--- src/tre_pkg.sv ---
package tre_pkg;

    localparam int unsigned WORD_W    = 32;
    localparam int unsigned REG_IDX_W = 5;
    localparam int unsigned FUNC_W    = 3;
    localparam int unsigned STATUS_W  = 2;
    localparam int unsigned COUNT_W   = 6;

    typedef logic [FUNC_W-1:0]           func_t;
    typedef logic [REG_IDX_W-1:0]        reg_idx_t;
    typedef logic signed [WORD_W-1:0]    word_t;
    typedef logic [STATUS_W-1:0]         status_t;
    typedef logic [COUNT_W-1:0]          count_t;

    localparam func_t FUNC_ADD = 3'd0;
    localparam func_t FUNC_SUB = 3'd1;
    localparam func_t FUNC_MUL = 3'd2;
    localparam func_t FUNC_DIV = 3'd3;
    localparam func_t FUNC_MOD = 3'd4;
    localparam func_t FUNC_LDI = 3'd5;

    localparam status_t ST_OK         = 2'd0;
    localparam status_t ST_NOT_IN_USE = 2'd1;
    localparam status_t ST_UNKNOWN    = 2'd2;
    localparam status_t ST_DIV_ZERO   = 2'd3;

    localparam count_t REGS_IN_USE_RESET = 6'd32;

endpackage

--- src/tre_if.sv ---
interface tre_req_if;
    logic                valid;
    logic                ready;
    tre_pkg::func_t      func;
    tre_pkg::reg_idx_t   dest_index;
    tre_pkg::reg_idx_t   src_a_index;
    tre_pkg::reg_idx_t   src_b_index;
    tre_pkg::word_t      immediate;

    modport source (
        output valid, func, dest_index, src_a_index, src_b_index, immediate,
        input  ready
    );
    modport sink (
        input  valid, func, dest_index, src_a_index, src_b_index, immediate,
        output ready
    );
endinterface

interface tre_rsp_if;
    logic                valid;
    logic                ready;
    tre_pkg::word_t      dest_value;
    tre_pkg::status_t    status;

    modport source (
        output valid, dest_value, status,
        input  ready
    );
    modport sink (
        input  valid, dest_value, status,
        output ready
    );
endinterface

interface tre_cfg_if;
    logic                valid;
    logic                ready;
    tre_pkg::count_t     regs_in_use;

    modport source (
        output valid, regs_in_use,
        input  ready
    );
    modport sink (
        input  valid, regs_in_use,
        output ready
    );
endinterface

--- src/tre_ram.sv ---
module tre_ram #(
    parameter int unsigned WIDTH = 32,
    parameter int unsigned DEPTH = 32
) (
    input  logic                             clk,
    input  logic                             wr_en,
    input  logic [$clog2(DEPTH)-1:0]         wr_addr,
    input  logic [WIDTH-1:0]                 wr_data,
    input  logic [$clog2(DEPTH)-1:0]         rd_addr,
    output logic [WIDTH-1:0]                 rd_data
);

    logic [WIDTH-1:0] mem [DEPTH];

    always_ff @(posedge clk)
    begin
        if (wr_en)
        begin
            mem[wr_addr] <= wr_data;
        end
        rd_data <= mem[rd_addr];
    end

endmodule

--- src/three_register_alu_execute_unit.sv ---
// Three-register integer execute unit with a signed 32-bit register file.
// The req channel takes one decoded instruction per transaction (func,
// destination, two sources and an immediate). The rsp channel returns one
// transaction per instruction with the destination's contents after the
// step and a status. The cfg channel writes the count of registers in use;
// it is always ready and should only be written while the unit is idle.
// Add, subtract, load immediate and every instruction that writes nothing
// pass through the read, operate, write, read-back and output states.
// Multiply, divide and remainder run 32 iterations of the shared 33-bit
// adder, one bit per cycle, between operate and write. The unit takes the
// next request only once its last result is in the output register.
// Reset clears the register file through per-entry valid bits, so every
// register reads as zero right away, and sets the count in use to 32.
// Results wait in an output register; a stalled receiver holds the unit
// once it has finished the next instruction, and req.ready stays low until then.
module three_register_alu_execute_unit #(
    parameter int unsigned NUM_REGS = 32
) (
    input  logic      clk,
    input  logic      rst_n,
    tre_req_if.sink   req,
    tre_rsp_if.source rsp,
    tre_cfg_if.sink   cfg
);

    import tre_pkg::*;

    localparam int unsigned AW    = (NUM_REGS > 1) ? $clog2(NUM_REGS) : 1;
    localparam int unsigned CMP_W = 7;
    localparam logic [CMP_W-1:0] NUM_REGS_C = CMP_W'(NUM_REGS);

    localparam logic [2:0] S_IDLE  = 3'd0;
    localparam logic [2:0] S_RDB   = 3'd1;
    localparam logic [2:0] S_OPS   = 3'd2;
    localparam logic [2:0] S_ITER  = 3'd3;
    localparam logic [2:0] S_WRITE = 3'd4;
    localparam logic [2:0] S_RDD   = 3'd5;
    localparam logic [2:0] S_OUT   = 3'd6;

    function automatic logic [AW-1:0] addr_of(input reg_idx_t idx);
        logic [REG_IDX_W+AW-1:0] ext;
        ext = {{AW{1'b0}}, idx};
        return ext[AW-1:0];
    endfunction

    function automatic logic in_range(input reg_idx_t idx);
        return {{(CMP_W-REG_IDX_W){1'b0}}, idx} < NUM_REGS_C;
    endfunction

    logic [2:0]          state_reg, state_next;
    func_t               func_reg, func_next;
    reg_idx_t            dest_reg, dest_next;
    reg_idx_t            srca_reg, srca_next;
    reg_idx_t            srcb_reg, srcb_next;
    logic [WORD_W-1:0]   imm_reg, imm_next;
    logic [WORD_W-1:0]   a_reg, a_next;
    logic [WORD_W-1:0]   result_reg, result_next;
    logic [WORD_W-1:0]   rem_reg, rem_next;
    logic [WORD_W-1:0]   quo_reg, quo_next;
    logic [WORD_W-1:0]   op_reg, op_next;
    logic [4:0]          count_reg, count_next;
    logic                q_neg_reg, q_neg_next;
    logic                r_neg_reg, r_neg_next;
    status_t             status_reg, status_next;
    logic                write_reg, write_next;
    logic                out_valid_reg, out_valid_next;
    logic [WORD_W-1:0]   out_value_reg, out_value_next;
    status_t             out_status_reg, out_status_next;
    count_t              regs_in_use_reg;
    logic [NUM_REGS-1:0] valid_reg;

    logic [AW-1:0]       rd_addr;
    logic [WORD_W-1:0]   rd_data;
    logic [WORD_W-1:0]   rd_val;
    reg_idx_t            rd_idx;
    logic                wr_en;
    logic [WORD_W-1:0]   wr_data;

    logic [WORD_W:0]     add_x;
    logic [WORD_W:0]     add_y;
    logic                add_sub;
    logic [WORD_W+1:0]   add_sum;
    logic                add_ge;
    logic                req_fire;
    logic                not_in_use;

    tre_ram #(
        .WIDTH(WORD_W),
        .DEPTH(NUM_REGS)
    ) u_ram (
        .clk     (clk),
        .wr_en   (wr_en),
        .wr_addr (addr_of(dest_reg)),
        .wr_data (wr_data),
        .rd_addr (rd_addr),
        .rd_data (rd_data)
    );

    assign req.ready  = (state_reg == S_IDLE);
    assign req_fire   = req.valid && req.ready;
    assign cfg.ready  = 1'b1;
    assign rsp.valid  = out_valid_reg;
    assign rsp.dest_value = word_t'(out_value_reg);
    assign rsp.status = out_status_reg;

    assign not_in_use = ({1'b0, dest_reg} >= regs_in_use_reg) || !in_range(dest_reg);

    always_comb
    begin
        case (state_reg)
            S_IDLE:  rd_addr = addr_of(req.src_a_index);
            S_RDB:   rd_addr = addr_of(srcb_reg);
            default: rd_addr = addr_of(dest_reg);
        endcase
        case (state_reg)
            S_RDB:   rd_idx = srca_reg;
            S_OPS:   rd_idx = srcb_reg;
            default: rd_idx = dest_reg;
        endcase
        rd_val = (in_range(rd_idx) && valid_reg[addr_of(rd_idx)]) ? rd_data : '0;
    end

    always_comb
    begin
        add_x   = '0;
        add_y   = '0;
        add_sub = 1'b0;
        case (state_reg)
            S_OPS:
            begin
                add_x   = {1'b0, a_reg};
                add_y   = {1'b0, rd_val};
                add_sub = (func_reg == FUNC_SUB);
            end
            S_ITER:
            begin
                if (func_reg == FUNC_MUL)
                begin
                    add_x = {1'b0, rem_reg[WORD_W-2:0], 1'b0};
                    add_y = quo_reg[WORD_W-1] ? {1'b0, op_reg} : '0;
                end
                else
                begin
                    add_x   = {rem_reg, quo_reg[WORD_W-1]};
                    add_y   = {1'b0, op_reg};
                    add_sub = 1'b1;
                end
            end
            default:
            begin
                add_sub = 1'b0;
            end
        endcase
        add_sum = {1'b0, add_x} + (add_sub ? ~{1'b0, add_y} : {1'b0, add_y})
                  + {{(WORD_W+1){1'b0}}, add_sub};
        add_ge  = !add_sum[WORD_W+1];
    end

    always_comb
    begin
        case (func_reg)
            FUNC_MUL: wr_data = rem_reg;
            FUNC_DIV: wr_data = q_neg_reg ? (WORD_W'(0) - quo_reg) : quo_reg;
            FUNC_MOD: wr_data = r_neg_reg ? (WORD_W'(0) - rem_reg) : rem_reg;
            default:  wr_data = result_reg;
        endcase
        wr_en = (state_reg == S_WRITE) && write_reg;
    end

    always_comb
    begin
        state_next      = state_reg;
        func_next       = func_reg;
        dest_next       = dest_reg;
        srca_next       = srca_reg;
        srcb_next       = srcb_reg;
        imm_next        = imm_reg;
        a_next          = a_reg;
        result_next     = result_reg;
        rem_next        = rem_reg;
        quo_next        = quo_reg;
        op_next         = op_reg;
        count_next      = count_reg;
        q_neg_next      = q_neg_reg;
        r_neg_next      = r_neg_reg;
        status_next     = status_reg;
        write_next      = write_reg;
        out_value_next  = out_value_reg;
        out_status_next = out_status_reg;
        out_valid_next  = out_valid_reg && !rsp.ready;

        case (state_reg)
            S_IDLE:
            begin
                if (req_fire)
                begin
                    func_next  = req.func;
                    dest_next  = req.dest_index;
                    srca_next  = req.src_a_index;
                    srcb_next  = req.src_b_index;
                    imm_next   = WORD_W'(req.immediate);
                    state_next = S_RDB;
                end
            end
            S_RDB:
            begin
                a_next     = rd_val;
                state_next = S_OPS;
            end
            S_OPS:
            begin
                status_next = ST_OK;
                write_next  = 1'b0;
                rem_next    = '0;
                count_next  = '0;
                state_next  = S_WRITE;
                if (not_in_use)
                begin
                    status_next = ST_NOT_IN_USE;
                end
                else
                begin
                    case (func_reg)
                        FUNC_ADD, FUNC_SUB:
                        begin
                            result_next = add_sum[WORD_W-1:0];
                            write_next  = 1'b1;
                        end
                        FUNC_MUL:
                        begin
                            quo_next   = rd_val;
                            op_next    = a_reg;
                            write_next = 1'b1;
                            state_next = S_ITER;
                        end
                        FUNC_DIV, FUNC_MOD:
                        begin
                            if (rd_val == '0)
                            begin
                                status_next = ST_DIV_ZERO;
                            end
                            else
                            begin
                                quo_next   = a_reg[WORD_W-1] ? (WORD_W'(0) - a_reg) : a_reg;
                                op_next    = rd_val[WORD_W-1] ? (WORD_W'(0) - rd_val) : rd_val;
                                q_neg_next = a_reg[WORD_W-1] ^ rd_val[WORD_W-1];
                                r_neg_next = a_reg[WORD_W-1];
                                write_next = 1'b1;
                                state_next = S_ITER;
                            end
                        end
                        FUNC_LDI:
                        begin
                            result_next = imm_reg;
                            write_next  = 1'b1;
                        end
                        default:
                        begin
                            status_next = ST_UNKNOWN;
                        end
                    endcase
                end
            end
            S_ITER:
            begin
                if (func_reg == FUNC_MUL)
                begin
                    rem_next = add_sum[WORD_W-1:0];
                    quo_next = {quo_reg[WORD_W-2:0], 1'b0};
                end
                else
                begin
                    rem_next = add_ge ? add_sum[WORD_W-1:0] : add_x[WORD_W-1:0];
                    quo_next = {quo_reg[WORD_W-2:0], add_ge};
                end
                count_next = count_reg + 5'd1;
                if (count_reg == 5'd31)
                begin
                    state_next = S_WRITE;
                end
            end
            S_WRITE:
            begin
                state_next = S_RDD;
            end
            S_RDD:
            begin
                state_next = S_OUT;
            end
            S_OUT:
            begin
                if (!out_valid_reg || rsp.ready)
                begin
                    out_valid_next  = 1'b1;
                    out_value_next  = rd_val;
                    out_status_next = status_reg;
                    state_next      = S_IDLE;
                end
            end
            default:
            begin
                state_next = S_IDLE;
            end
        endcase
    end

    always_ff @(posedge clk or negedge rst_n)
    begin
        if (!rst_n)
        begin
            state_reg       <= S_IDLE;
            out_valid_reg   <= 1'b0;
            regs_in_use_reg <= REGS_IN_USE_RESET;
            valid_reg       <= '0;
        end
        else
        begin
            state_reg     <= state_next;
            out_valid_reg <= out_valid_next;
            if (cfg.valid && cfg.ready)
            begin
                regs_in_use_reg <= cfg.regs_in_use;
            end
            if (wr_en)
            begin
                valid_reg[addr_of(dest_reg)] <= 1'b1;
            end
        end
    end

    always_ff @(posedge clk)
    begin
        func_reg       <= func_next;
        dest_reg       <= dest_next;
        srca_reg       <= srca_next;
        srcb_reg       <= srcb_next;
        imm_reg        <= imm_next;
        a_reg          <= a_next;
        result_reg     <= result_next;
        rem_reg        <= rem_next;
        quo_reg        <= quo_next;
        op_reg         <= op_next;
        count_reg      <= count_next;
        q_neg_reg      <= q_neg_next;
        r_neg_reg      <= r_neg_next;
        status_reg     <= status_next;
        write_reg      <= write_next;
        out_value_reg  <= out_value_next;
        out_status_reg <= out_status_next;
    end

endmodule

--- src/flat_wrapper.sv ---
// flat-port wrapper written by rule: the top's interface ports become plain ports
module three_register_alu_execute_unit_flat import tre_pkg::*;
#(
    parameter int unsigned NUM_REGS = 32
)
  (clk, rst_n, req_valid, req_func, req_dest_index, req_src_a_index, req_src_b_index, req_immediate, req_ready, rsp_valid, rsp_dest_value, rsp_status, rsp_ready, cfg_valid, cfg_regs_in_use, cfg_ready);
  tre_req_if req_i ();
  tre_rsp_if rsp_i ();
  tre_cfg_if cfg_i ();
  input  logic clk;
  input  logic rst_n;
  input wire logic [$bits(req_i.valid)-1:0] req_valid;
  input wire logic [$bits(req_i.func)-1:0] req_func;
  input wire logic [$bits(req_i.dest_index)-1:0] req_dest_index;
  input wire logic [$bits(req_i.src_a_index)-1:0] req_src_a_index;
  input wire logic [$bits(req_i.src_b_index)-1:0] req_src_b_index;
  input wire logic [$bits(req_i.immediate)-1:0] req_immediate;
  output wire logic [$bits(req_i.ready)-1:0] req_ready;
  output wire logic [$bits(rsp_i.valid)-1:0] rsp_valid;
  output wire logic [$bits(rsp_i.dest_value)-1:0] rsp_dest_value;
  output wire logic [$bits(rsp_i.status)-1:0] rsp_status;
  input wire logic [$bits(rsp_i.ready)-1:0] rsp_ready;
  input wire logic [$bits(cfg_i.valid)-1:0] cfg_valid;
  input wire logic [$bits(cfg_i.regs_in_use)-1:0] cfg_regs_in_use;
  output wire logic [$bits(cfg_i.ready)-1:0] cfg_ready;
  assign req_i.valid = req_valid;
  assign req_i.func = req_func;
  assign req_i.dest_index = req_dest_index;
  assign req_i.src_a_index = req_src_a_index;
  assign req_i.src_b_index = req_src_b_index;
  assign req_i.immediate = req_immediate;
  assign req_ready = req_i.ready;
  assign rsp_valid = rsp_i.valid;
  assign rsp_dest_value = rsp_i.dest_value;
  assign rsp_status = rsp_i.status;
  assign rsp_i.ready = rsp_ready;
  assign cfg_i.valid = cfg_valid;
  assign cfg_i.regs_in_use = cfg_regs_in_use;
  assign cfg_ready = cfg_i.ready;
  three_register_alu_execute_unit #(.NUM_REGS(NUM_REGS)) u_core (.clk(clk), .rst_n(rst_n), .req(req_i), .rsp(rsp_i), .cfg(cfg_i));
endmodule
--- config.mk ---
export PLATFORM = sky130hd
export DESIGN_NAME = three_register_alu_execute_unit_flat
export DESIGN_NICKNAME = d
export VERILOG_FILES = /design/src/tre_pkg.sv /design/src/tre_if.sv /design/src/tre_ram.sv /design/src/three_register_alu_execute_unit.sv /design/src/flat_wrapper.sv
export SDC_FILE = /design/constraint.sdc
export NUM_CORES = 2
export LEC_CHECK = 0
export BUFFER_PORTS_ARGS = -buffer_cell sky130_fd_sc_hd__clkbuf_2
export CORE_ASPECT_RATIO = 1.1
export CORE_MARGIN = 5
export CORE_UTILIZATION = 70
export CTS_BUF_LIST = sky130_fd_sc_hd__clkbuf_8
export DETAILED_ROUTE_END_ITERATION = 10
export PLACE_DENSITY_LB_ADDON = 0.15
export SYNTH_ARGS = -nofsm -noshare
export SYNTH_HDL_FRONTEND = slang
export SYNTH_HIERARCHICAL = 1
export SYNTH_SLANG_ARGS = --single-unit
--- constraint.sdc ---
create_clock -name clk -period 10.6 [get_ports clk]
set_clock_uncertainty 0.2 [all_clocks]
set_input_delay 0.53 -clock clk [delete_from_list [all_inputs] [get_ports clk]]
set_output_delay 0.53 -clock clk [all_outputs]
set_load 0.03 [all_outputs]
=== Yosys cells after proc, flatten, opt, wreduce, memory -nomap -nowiden ===
Memories as Yosys holds them, arrays and structs flattened. A register that Yosys moved wholly into a read port is not among the register bits.
Index checks and enable logic that the tools add are counted.

* Flip-flop bits (word level): 296
* Latch bits: 0
* RAM bits: 1,024
* ROM bits: 0
* Input bits: 61
* Memories: 1

* Add/sub/neg operators: 7
* Multiply operators: 0
* Divide/modulo/power cells: 0
* Order comparisons: 4
* Eq/ne operators: 19
* Shift operators: 0
* Muxes and demuxes: 47
* Bitwise logic cells: 5
* Reduce and logical (&&, ||, !) cells: 24

{| class="wikitable"
|+ Memories
! name !! depth !! bits a word !! rd ports !! clocked after Yosys merged registers in !! wr ports !! RTL line !! text
|-
| u_core.u_ram.mem || 32 || 32 || 1 || 1 || 1 || tre_ram.sv:13 || <nowiki>logic [WIDTH-1:0] mem [DEPTH];</nowiki>
|}

{| class="wikitable"
|+ Operators with widths
! operator !! count
|-
| $mux 32 || 11
|-
| $pmux 32 s2 || 5
|-
| $pmux 33 s2 || 2
|-
| $sub 1x32->32 const A || 4
|-
| $pmux 32 s3 || 1
|-
| $mux 33 || 2
|-
| $add 33x34->34 || 1
|-
| $add 34x1->34 || 1
|-
| $mux 34 || 1
|-
| $not 33->34 || 1
|-
| $logic_not 32->1 || 1
|-
| $or 32x32->32 || 1
|-
| $pmux 5 s2 || 3
|-
| $pmux 3 s7 || 1
|-
| $eq 3x3->1 const B || 5
|-
| $mux 3 || 5
|-
| $eq 3x2->1 const B || 4
|-
| $lt 5x6->1 const B || 2
|-
| $reduce_and 4->1 || 3
|-
| $mux 1 || 9
|-
| $eq 3x1->1 const B || 2
|-
| $ge 5x6->1 || 1
|-
| $logic_not 3->1 || 2
|-
| $ne 2x2->1 const B || 3
|-
| other kinds (22) || 35
|}

=== Depth between registers and ports, before layout ===
* Word-level depth: 13
* Gate-level depth with buffers: 28
* Gate-level depth less buffers: 24

=== Cells and area by module ===
The synthesis kept the hierarchy.

{| class="wikitable"
|+ By module, submodules not included
! module !! instances !! cells an instance !! area each (µm²)
|-
| tre_ram || 1 || 2,260 || 40,492.6
|-
| three_register_alu_execute_unit || 1 || 1,983 || 18,795.5
|}

=== Least setup slack after synthesis ===
Ideal clock, no wire load.

* Path type: reg2reg
* Start: reg u_core.state_reg[0]
* End: reg u_core.op_reg[0], enable pin
* Arrival: 6,026 ps
* Data required time: 9,926 ps
* Setup slack: 3,900 ps
* Stages on the path, launching flop included: 16
* Buffers on the path: 3
* Cell sequence: dfrtp_1 > xnor2_1 > o21a_2 > or2_1 > buf_4 > a211oi_1 > o21a_1 > or2_1 > nor3_1 > clkbuf_1 > clkbuf_1 > nand2_1 > ha_1 > o21ai_0 > nor2_1 > a211oi_1

* Longest elaborated chain between the ends: 8
* Elaborated cells between the ends (all ways): 9
* Classes of those cells: 3 x eq/ne; 4 x mux; 2 x reduce/logical

{| class="wikitable"
|+ Ends and longest elaborated chain
! what !! RTL line !! text
|-
| start, declared || three_register_alu_execute_unit.sv:50 || <nowiki>logic [2:0] state_reg, state_next;</nowiki>
|-
| start signal, assigned || three_register_alu_execute_unit.sv:318 || <nowiki>state_reg <= state_next;</nowiki>
|-
| $eq 3x2->1 / $eq 3x1->1 (equally long branches) || three_register_alu_execute_unit.sv:115, three_register_alu_execute_unit.sv:192 ||
|-
| $pmux 5 s2 || three_register_alu_execute_unit.sv:115 || <nowiki>case (state_reg)</nowiki>
|-
| $bmux 1 s5 || three_register_alu_execute_unit.sv:120 || <nowiki>rd_val = (in_range(rd_idx) && valid_reg[addr_of(rd_idx)]) ? rd_data : '0;</nowiki>
|-
| $mux 1 (implied by the code) || three_register_alu_execute_unit.sv:120 ||
|-
| $mux 32 || three_register_alu_execute_unit.sv:120 ||
|-
| $logic_not 32->1 || three_register_alu_execute_unit.sv:238 || <nowiki>if (rd_val == '0)</nowiki>
|-
| $ne 2x2->1 (no line) || n/a ||
|-
| $reduce_and 4->1 (no line) (*) || n/a ||
|-
| end signal, assigned || three_register_alu_execute_unit.sv:342 || <nowiki>op_reg <= op_next;</nowiki>
|-
| end, declared || three_register_alu_execute_unit.sv:60 || <nowiki>logic [WORD_W-1:0] op_reg, op_next;</nowiki>
|}

Mark *: on every way between the ends. The rest lies on a longest branch, timed or not. The select of a mux whose other input is x is not followed.
A chain may end at the register's enable or synchronous reset.

=== Final worst setup path ===
* Start: reg u_core.state_reg[0]
* End: reg u_core.rem_reg[0] (data pin)

* Longest elaborated chain between the ends: 13
* Elaborated cells between the ends (all ways): 17
* Classes of those cells: 2 x add/sub; 3 x eq/ne; 11 x mux; 1 x bitwise

{| class="wikitable"
|+ Ends and longest elaborated chain
! what !! RTL line !! text
|-
| $eq 3x2->1 / $eq 3x1->1 (equally long branches) || three_register_alu_execute_unit.sv:115, three_register_alu_execute_unit.sv:128, three_register_alu_execute_unit.sv:192 ||
|-
| $pmux 5 s2 || three_register_alu_execute_unit.sv:115 ||
|-
| $bmux 1 s5 || three_register_alu_execute_unit.sv:120 ||
|-
| $mux 1 (implied by the code) || three_register_alu_execute_unit.sv:120 ||
|-
| $mux 32 || three_register_alu_execute_unit.sv:120 ||
|-
| $pmux 33 s2 || three_register_alu_execute_unit.sv:128 || <nowiki>case (state_reg)</nowiki>
|-
| $not 33->34 || three_register_alu_execute_unit.sv:154 || <nowiki>add_sum = {1'b0, add_x} + (add_sub ? ~{1'b0, add_y} : {1'b0, add_y})</nowiki>
|-
| $mux 34 || three_register_alu_execute_unit.sv:154 ||
|-
| $add 33x34->34 || three_register_alu_execute_unit.sv:154 ||
|-
| $add 34x1->34 || three_register_alu_execute_unit.sv:155 || <nowiki>+ {{(WORD_W+1){1'b0}}, add_sub};</nowiki>
|-
| $mux 32 || three_register_alu_execute_unit.sv:273 || <nowiki>rem_next = add_ge ? add_sum[WORD_W-1:0] : add_x[WORD_W-1:0];</nowiki>
|-
| $mux 32 || three_register_alu_execute_unit.sv:266 || <nowiki>if (func_reg == FUNC_MUL)</nowiki>
|-
| $pmux 32 s2 (*) || three_register_alu_execute_unit.sv:192 || <nowiki>case (state_reg)</nowiki>
|-
| end signal, assigned || three_register_alu_execute_unit.sv:340 || <nowiki>rem_reg <= rem_next;</nowiki>
|-
| end, declared || three_register_alu_execute_unit.sv:58 || <nowiki>logic [WORD_W-1:0] rem_reg, rem_next;</nowiki>
|}

Marks and branches as above.

==> impl_metrics.tcl <==
set metrics [dict create \
    synthToLayoutAreaGrowth_pct 11.0 \
    finish.utilization_pct 77.9 \
    cts_sinks 1352 \
    arrival_ns 8.78 \
    mappedNetlistNets 4348 \
    largest_reg_flops 1024 \
    groute.usage.overall_pct 36.3 \
    synth-seq-cells 1352 \
    cts_tree "yes" \
    cp-end-kind "flip-flop" \
    synthesized_area_um2 59300 \
    crit_path_max_fanout 47 \
    drt_pass1_iterations 9 \
    cts_setup_buffers 0 \
    total_leakage_power_nw 23.5 \
    p_per_area_nw_per_um2 294 \
    criticalPathCategory "reg2reg" \
    total_power_draw_mw 19.3 \
    design.core.area_um2 84500 \
    finalSetupTns_ns 0 \
    antenna_found_initial 3 \
    period_share_pct 78.1 \
    clk_pin_slew_ns 0.07 \
    rsz0062_at_grt "false" \
    setup_viol_count_final 0 \
    wl_um 167000 \
    ys_types 88 \
    async_set_reset_flop_share_out_of_synthesis_pct 3.11 \
    worstMarginPinSlew_ns 1.36 \
    ant_nets 0 \
    grt_pass1_vias 38032 \
    io_pins 98 \
    std_cell_rows 112 \
    num_vias 39221 \
    initial_core_util_pct 70.2 \
    post-place-cells 5345 \
    avg_synthesized_cell_area_um2 14.0 \
    cts_root_buffer "clkbuf_8" \
    drc 0 \
    drt-initial-drc-count 4758 \
    synth-main-ff-cell "edfxtp_1" \
    routabilityCongestion 0.964 \
    max-cap-violations 0 \
    detailedPlacementHpwl_um 102000 \
    grt_start_max_net_pins 127 \
    cp.required_ns 11.11 \
    die_height_um 315 \
    peakVddDrop_v 0.000299 \
    largest_register "u_core/u_ram/mem" \
    n_fill_cell 4932 \
    overflow 0 \
    min-delay-path-class "in2reg" \
    max_slew_margin_pct 9.28 \
    start_kind "flip-flop" \
    synth_enable_flop_cells 1278 \
    finish.net_count 4581 \
    route.layer.met1.wl_um 59800 \
    fin_cells 5786 \
    route.detailed.wl_per_inst_um 28.8 \
    insertion_delay_ns 0.88 \
    post_route_cells_drive_above_1_share_pct 12.1 \
    yosysSeqAreaShare_pct 67.6 \
    run_status "complete, no violations" \
    max_root_sink_buffers 3 \
    die_x_um 287 \
    highest_layer "met5" \
    detailroute.wirelength.met3_um 16900 \
    max_freq_mhz 121 \
    hold_viol 0 \
    detailroute.wirelength.met2_um 80100 \
    cts_buffers 200 \
    post_drt_via_cell_ratio 6.78 \
    post-route-min-period_ns 8.27 \
    portBuffers 96 \
    htreeDepth 4 \
    fp.dieArea_um2 90600 \
    grt_first_pass_wirelength_um 241000 \
    finalMaxSlewViolations 0 \
    synthesis.instances 4243 \
    synth.yosys.warnings 6 \
]
[report_power, final]
group	internal [mW]	switching [mW]
Combinational	2.61	5.26
Sequential	6.94	0.558
Clock	1.97	1.99
Total	11.5	7.81
[worst max-delay path, stage by stage (launching register included)]
cell       delay, ns
dfrtp_2         0.54
buf_4           0.64
inv_2           0.12
a41oi_2         0.37
and2_1          0.36
a2111oi_1       0.14
o41ai_1         0.41
a21boi_1        0.21
or3_1           0.36
buf_4           0.21
nor3_2          0.32
buf_4           0.31
a22oi_1         0.11
xnor2_1         0.15
ha_1            0.40
nand2_1         0.07
nor2_1          0.19
nand3_1         0.14
nor2_1          0.16
nand2_1         0.07
or4_1           0.50
o211a_1         0.27
a2111o_1        0.52
a211o_1         0.79
a31o_1          0.41
a21oi_1         0.12
[routing by layer]
metal,vias up,track usage [%]
met5,-,0
met4,2,18.8
met3,491,6.36
met2,2673,59.0
met1,19230,47.7
li1,16825,-
[kinds of logic after synthesis]
kind of cell / count (synthesis) / share of synthesized area (%)
flip-flops: 1352 / 67.6
AND/OR/NAND/NOR: 929 / 7.27
AO/OA/AOI/OAI: 897 / 9.86
multiplexers: 560 / 9.47
buffers and inverters: 292 / 2.39
XOR/XNOR: 168 / 2.48
adder cells (fa/ha/maj): 44 / 0.941
other: 1 / 0.00633
[cell usage in the layout, fill, tap and decap left out, drive strengths merged, types with 24 or more instances in the layout]
cell and instances:
nor3 57, o21ai 168, clkinv 77, dfrtp 41
nand2b 24, o31ai 47, nand2 353, inv 122
buf 111, a21o 36, mux2i 555, xnor2 87
ha 43, a31oi 39, dlygate4sd3 69, a22o 66
nor2 186, a22oi 133, a21oi 244, dfxtp 32
clkbuf 309, nand3 144, and2 36, o22ai 29
xor2 81, edfxtp 1278
[Yosys cell counts (47+ instances only)]
library cell	number	area (µm²)
edfxtp_1	1278	38400
mux2i_1	555	5560
nand2_1	353	1330
a21oi_1	242	1210
nor2_1	185	694
o21ai_0	167	836
nand3_1	144	721
clkbuf_1	134	503
a22oi_1	133	998
xnor2_1	87	762
xor2_1	81	709
a22o_1	66	578
nor3_1	57	285
o31ai_1	47	353
[final timing paths]
kind                                               startpoint                                    end  slack, ns  depth (start not counted)
max                           u_core/state_reg[0]$_DFFE_PN0P_        u_core/rem_reg[0]$_SDFFCE_PN0P_       2.33                         25
max in group asynchronous                               rst_n        u_core/state_reg[0]$_DFFE_PN0P_       9.30                          2
min                                         req_immediate[20]           u_core/imm_reg[20]$_DFFE_PP_       0.16                          2
max reg2reg                   u_core/state_reg[0]$_DFFE_PN0P_        u_core/rem_reg[0]$_SDFFCE_PN0P_       2.33                         25
min reg2reg                u_core/status_reg[0]$_SDFFCE_PP1N_         u_core/rsp.status[0]$_DFFE_PP_       0.22                          0
min in group asynchronous                               rst_n  u_core/regs_in_use_reg[0]$_DFFE_PN0P_       0.19                          2
[layout make-up]
cell class | count | area (µm²) | share of cell area [%]
Sequential cell | 1352 | 40100 | 60.9
Antenna cell | 1 | 2.50 | 0.00380
Timing Repair Buffer | 276 | 2090 | 3.18
Tap cell | 1140 | 1430 | 2.17
Clock inverter | 158 | 842 | 1.28
Inverter | 47 | 176 | 0.268
Clock buffer | 213 | 2930 | 4.45
Multi-Input combinational cell | 2599 | 18300 | 27.8
[metrics by stage]
step	hold slack [ns]	setup WS [ns]	instance area (µm²)
floorplan	0.0344	3.90	59300
global placement	0.205	2.44	61400
detailed placement	0.210	2.44	61400
CTS	0.106	2.33	65800
global route	0.134	1.81	65800
finish	0.157	2.33	65800
[what timing repair did]
action / CTS / global route
gates resized for setup: 0 / 0
endpoints found under the hold margin: 101 / 0
hold buffers: 69 / 0
Power figures use the tool's default switching activity.
